## config.mk

```make
export PLATFORM = sky130hd
export DESIGN_NAME = apl_muldiv
export DESIGN_NICKNAME = d
export VERILOG_FILES = /design/src/assert_macros.svh /design/src/apl_pkg.sv /design/src/apl_muldiv.sv
export SDC_FILE = /design/constraint.sdc
export NUM_CORES = 1
export LEC_CHECK = 0
export ABC_AREA = 1
export BUFFER_PORTS_ARGS = -buffer_cell sky130_fd_sc_hd__buf_2
export CORE_ASPECT_RATIO = 0.9
export CORE_MARGIN = 2
export CORE_UTILIZATION = 35
export CTS_CLUSTER_DIAMETER = 30
export CTS_CLUSTER_SIZE = 20
export DETAILED_ROUTE_END_ITERATION = 12
export HOLD_SLACK_MARGIN = 0.08
export PLACE_DENSITY_LB_ADDON = 0.2
export REMOVE_ABC_BUFFERS = 1
export SETUP_SLACK_MARGIN = 0.1
export SLEW_MARGIN = 30
export SYNTH_ARGS = -nofsm -noshare
export SYNTH_HDL_FRONTEND = slang
export SYNTH_SLANG_ARGS = --single-unit
export TNS_END_PERCENT = 100
```

## constraint.sdc

```tcl
create_clock -name clk -period 17.05 [get_ports clk]
set_input_delay 1.705 -clock clk [delete_from_list [all_inputs] [get_ports clk]]
set_output_delay 1.705 -clock clk [all_outputs]
set_load 0.01 [all_outputs]
```

## src/assert_macros.svh

```systemverilog
// assertion helpers included by the top-level rtl file
`ifndef ASSERT_MACROS_SVH
`define ASSERT_MACROS_SVH

// same-cycle implication
`define ASSERT_IMP(lbl, ante, cons) \
  lbl: assert property (@(posedge clk) disable iff (!rst_n) (ante) |-> (cons)) \
    else $error("assertion failed");

// next-cycle implication
`define ASSERT_NXT(lbl, ante, cons) \
  lbl: assert property (@(posedge clk) disable iff (!rst_n) (ante) |=> (cons)) \
    else $error("assertion failed");

`endif

```

## src/apl_pkg.sv

```systemverilog
// ----------------------------------------------------------------------------
// apl_pkg
// shared constants, status codes and state types of the piecewise-linear table
// ----------------------------------------------------------------------------
package apl_pkg;

  localparam int PTS_PER_CURVE_DEF = 10;
  localparam int NUM_CURVES_DEF    = 16;
  localparam int SIZE_W            = 48;
  localparam int TIME_W            = 40;
  localparam int STAT_W            = 3;
  localparam int CIDX_IN_W         = 4;

  localparam logic [STAT_W-1:0] ST_NODATA = 3'd0;
  localparam logic [STAT_W-1:0] ST_EXACT  = 3'd1;
  localparam logic [STAT_W-1:0] ST_INTERP = 3'd2;
  localparam logic [STAT_W-1:0] ST_EXTRAP = 3'd3;
  localparam logic [STAT_W-1:0] ST_ZERO   = 3'd4;

  typedef enum logic [3:0] {
    S_IDLE, S_CRD, S_CNT, S_SCAN_A, S_SCAN_D, S_DECIDE, S_UPD,
    S_SH_RD, S_SH_WR, S_INS, S_M1S, S_M1W, S_M2S, S_M2W, S_OUT
  } state_t;

  typedef enum logic [1:0] {
    MD_IDLE, MD_MUL, MD_DIV
  } md_state_t;

  typedef struct packed {
    logic mem_we;
    logic cnt_we;
  } store_ctl_t;

endpackage

```

## src/apl_muldiv.sv

```systemverilog
// ----------------------------------------------------------------------------
// apl_muldiv
// serial floor(a*b/d) with saturation: shift-add multiply, restoring divide
// ----------------------------------------------------------------------------
module apl_muldiv (
  input  logic                       clk,
  input  logic                       rst_n,
  input  logic                       start,
  input  logic [apl_pkg::TIME_W-1:0] a,
  input  logic [apl_pkg::SIZE_W-1:0] b,
  input  logic [apl_pkg::SIZE_W-1:0] d,
  output logic                       done,
  output logic [apl_pkg::TIME_W-1:0] q
);
  import apl_pkg::*;

  localparam int PROD_W = TIME_W + SIZE_W;
  localparam int STEP_W = $clog2(PROD_W + 1);

  md_state_t          ph_r, ph_nxt;
  logic [STEP_W-1:0]  step_r;
  logic [PROD_W-1:0]  acc_r;
  logic [PROD_W-1:0]  mcand_r;
  logic [SIZE_W-1:0]  mplier_r;
  logic [SIZE_W-1:0]  dvs_r;
  logic [SIZE_W-1:0]  rem_r;
  logic [TIME_W-1:0]  quo_r;
  logic               sat_r;
  logic               done_r;
  logic [SIZE_W:0]    trial;
  logic               ge;
  logic [SIZE_W:0]    diff;
  logic               mul_last;
  logic               div_last;

  assign trial    = {rem_r, acc_r[PROD_W-1]};
  assign ge       = trial >= {1'b0, dvs_r};
  assign diff     = trial - {1'b0, dvs_r};
  assign mul_last = step_r == STEP_W'(SIZE_W - 1);
  assign div_last = step_r == '0;

  always_comb begin
    ph_nxt = ph_r;
    case (ph_r)
      MD_IDLE: if (start) ph_nxt = MD_MUL;
      MD_MUL:  if (mul_last) ph_nxt = MD_DIV;
      MD_DIV:  if (div_last) ph_nxt = MD_IDLE;
      default: ph_nxt = MD_IDLE;
    endcase
  end

  always_comb begin
    done = done_r;
    q    = sat_r ? '1 : quo_r;
  end

  always_ff @(posedge clk) begin
    if (!rst_n) begin
      ph_r   <= MD_IDLE;
      done_r <= 1'b0;
    end else begin
      ph_r   <= ph_nxt;
      done_r <= (ph_r == MD_DIV) && div_last;
    end
  end

  always_ff @(posedge clk) begin
    case (ph_r)
      MD_IDLE: begin
        acc_r    <= '0;
        mcand_r  <= PROD_W'(a);
        mplier_r <= b;
        dvs_r    <= d;
        step_r   <= '0;
      end
      MD_MUL: begin
        if (mplier_r[0]) acc_r <= acc_r + mcand_r;
        mcand_r  <= mcand_r << 1;
        mplier_r <= mplier_r >> 1;
        if (mul_last) begin
          step_r <= STEP_W'(PROD_W - 1);
          rem_r  <= '0;
          quo_r  <= '0;
          sat_r  <= 1'b0;
        end else begin
          step_r <= step_r + 1'b1;
        end
      end
      MD_DIV: begin
        rem_r  <= ge ? diff[SIZE_W-1:0] : trial[SIZE_W-1:0];
        acc_r  <= acc_r << 1;
        if (step_r >= STEP_W'(TIME_W)) begin
          sat_r <= sat_r | ge;
        end else begin
          quo_r <= {quo_r[TIME_W-2:0], ge};
        end
        step_r <= step_r - 1'b1;
      end
      default: begin
        step_r <= '0;
      end
    endcase
  end

endmodule

```

==> metrics <==
crit path kind flop to flop; DR iter-0 viols 1633; RSZ-0062 raised after global routing false; main combinational cell family by area after synthesis simple AND/OR/NAND/NOR gates; H-tree levels 3; EDFF count, synth 361; Netlist cell types 42; Worst-Margin Slew 0.994 ns; TritonCTS clock tree built; # fillers 8481; number of gates resized after cts 0; maximum capacitance violations 0; Initial Utilization 35.3%; Switching Share 47.3%; clk_skew 0.0465 ns; DR vias/cell 4.70; Max FO, Critical Path 37; Critical R2R Launch rem_r[27]; CP required 17.44 ns; later-pin clock latency in the skew report 0.67 ns; hold_buf cts 0; setup bufs post-CTS 0; RR Endpoint rem_r[40]; outcome finished clean; Yosys Warn Count 0; Residual DRC 0; Worst setup SP type flop; global-route wire length before repair 141 mm; share of cells above drive strength 1 9.38%; I/O Buffers 179; setup TNS 0 ns; GR Overflow Total 0; Critical Path Sink Type flop; Core ar. 79300 um2; crit path DAT 4.46 ns; Pwr Density 230 nW/um2; Flop pwr share 24.2%; HP Class flop to flop; Internal 0.00404 W; die area 82400 um2; clk buf depth 3; Synth Area in XOR/XNOR 0.718%; Final nets 4711; GP Congestion 0.984; antenna violation net count after detailed routing 0; leak pwr 17.5 nW; Inserted Clock Buffers 95; Layout area overhead 19.0%; R2R cell count 15; #FFs+latches synth 371; asr flop ratio synth 0%; via count 26.1k; clock power share 23.6%; Rows 98; Die H 273 um; final setup violation count 0; DP HPWL 70.1 mm; Syn Area/Cell 6.66 um2; fin. max-slew vios 0; Combinational Power Share 52.2%; Chip Width 302 um; antenna violations before repair 5; GRT Util Overall 21.9%; largest net degree at the start of global routing 95; fmax 246 MHz; multiplexer share of the synthesized area 0%; VDD IR max 125 uV; Final min period 4.06 ns; compound-cell area share of the yosys netlist 5.85%; final hold viol count 0; WL final 90.2 mm; n_diodes 0; # IOs 180; sw power 0.00362 W; post-synthesis simple-gate area fraction 35.6%; area of the multi-input gates 13700 um2; FF/Latch Area 11000 um2; clock-pin transition on the worst setup and hold timing paths 0.05 ns; Post-Synthesis Cells 4210; R2R Setup Slk 12.99 ns; Top FF cell, synth edfxtp_1; CTS Sinks 371; headroom to the max-slew limit 33.1%; hold_sp mplier_r[22]; sequential share of the synthesized area 39.4%; adder-cell share of the synthesized area 6.43%; drt pass-1 iters 6; Root Driver clkbuf_16; Post-Syn Area 28000 um2; WHS Endpoint mplier_r[21]; Final period util 23.8%; Routed WL per cell 16.2 um; worst hold stages 2; vias in the first global route 25.5k; Total Power 0.00766 W
-- cells in the final DEF (no fill, tap or decap), drive strengths merged --
master,n
a31oi,3
a21oi,164
dfxtp,10
fa,2
a21o,2
nand2,1753
nor2,419
a22o,1
and2,5
nor4,5
buf,196
a32o,6
clkinvlp,8
nand3b,18
ha,141
o21bai,16
o31ai,1
and3,1
edfxtp,361
nand4,50
a211oi,2
clkinv,32
inv,812
nor3,31
or2,46
xnor2,19
o21a,4
clkbuf,116
xor2,4
bufinv,12
o21ai,106
nand3,163
-- power by group through the flow --
stage	Sequential [W]	Combinational (W)	Clock, W
6_report	0.00185	0.00400	0.00181
3_5_place_dp	0.00186	0.00396	0
3_3_place_gp	0.00186	0.00394	0
5_1_grt	0.00190	0.00452	0.00190
2_1_floorplan	0.00183	0.00275	0
4_1_cts	0.00186	0.00399	0.00184
-- critical path, stage by stage, from the launching register on --
cell and delay, ns:
edfxtp_1 0.41, ha_1 0.36, a21oi_1 0.24, o21ai_1 0.13, nand2_1 0.09, nand2_1 0.09
inv_2 0.05, nand2_1 0.06, a21oi_1 0.57, buf_4 0.35, nand3_2 0.52, buf_4 0.49
nand2_1 0.23, nand2_1 0.07, nand2_1 0.06, inv_1 0.04
-- area by class of cell --
type / count / share of cell area [%]
inverter: 803 / 9.04
tap: 1050 / 3.94
timing repair buffer: 196 / 3.15
multi-input combinational: 2962 / 41.0
clock inverter: 61 / 2.27
clock buffer: 116 / 7.51
sequential: 371 / 33.1
-- cells in the mapped netlist (all sizes together), types with 18 or more instances --
cell	instances	share of area, %
or2	46	1.0
buf	25	0.61
inv	803	11
nand4	50	1.1
nand3	163	3.0
nand2	1753	23
clkbuf	49	0.66
edfxtp	361	39
a21oi	164	3.0
o21ai	106	1.9
xnor2	19	0.59
ha	141	6.3
nor3	31	0.55
nor2	419	5.7
nand3b	18	0.53
-- sequential cells by signal, indices dropped and copies added (netlist names) --
signal and count:
acc_r 88, done 1, dvs_r 48, mcand_r 88, mplier_r 48, ph_r 2
quo_r 40, rem_r 48, sat_r 1, step_r 7
-- logic make-up (layout without fill, tap and decap cells) --
group,after synthesis,after routing
and+or+nand+nor,2491,2491
DFF,371,371
adders and majority gates,143,143
AOI/OAI and AO/OA,305,305
buffers and inverters,877,1176
xor gates and xnor gates,23,23
-- worst max path at each step --
stage                         start           to  slack, ns  cells after the start
after floorplan             ph_r[1]   mcand_r[0]       8.37                      4
after global placement      ph_r[1]  mcand_r[28]      12.17                      5
after detailed placement    ph_r[1]  mcand_r[32]      12.48                      5
after CTS                   ph_r[1]  mcand_r[30]      12.47                      5
after global routing      rem_r[27]    rem_r[40]      12.65                     15
final                     rem_r[27]    rem_r[40]      12.99                     15
-- metrics by stage --
step | instance area, um2 | hold WS (ns) | setup slack [ns] | cells | utilization (%)
after floorplan | 27700 | 0.486 | 8.37 | 4136 | -
after global placement | 30100 | 0.498 | 12.17 | 5379 | 37.9
after detailed placement | 30100 | 0.501 | 12.48 | 5381 | 37.9
after CTS | 33400 | 0.509 | 12.47 | 5558 | 42.0
after global routing | 33400 | 0.521 | 12.65 | 5559 | 42.1
final | 33400 | 0.508 | 12.99 | 5559 | 42.1
-- per-layer routing --
layer / vias to the layer above / wire [um] / track usage, % / share of wire, %
met4: 0 / 2110 / 5.76 / 2.3
met5: - / 0 / 0 / 0
met2: 585 / 40800 / 35.7 / 45
met3: 142 / 4500 / 2.92 / 5.0
li1: 13500 / - / - / -
met1: 11900 / 42800 / 30.4 / 47
(Power assumes the default switching activity.)
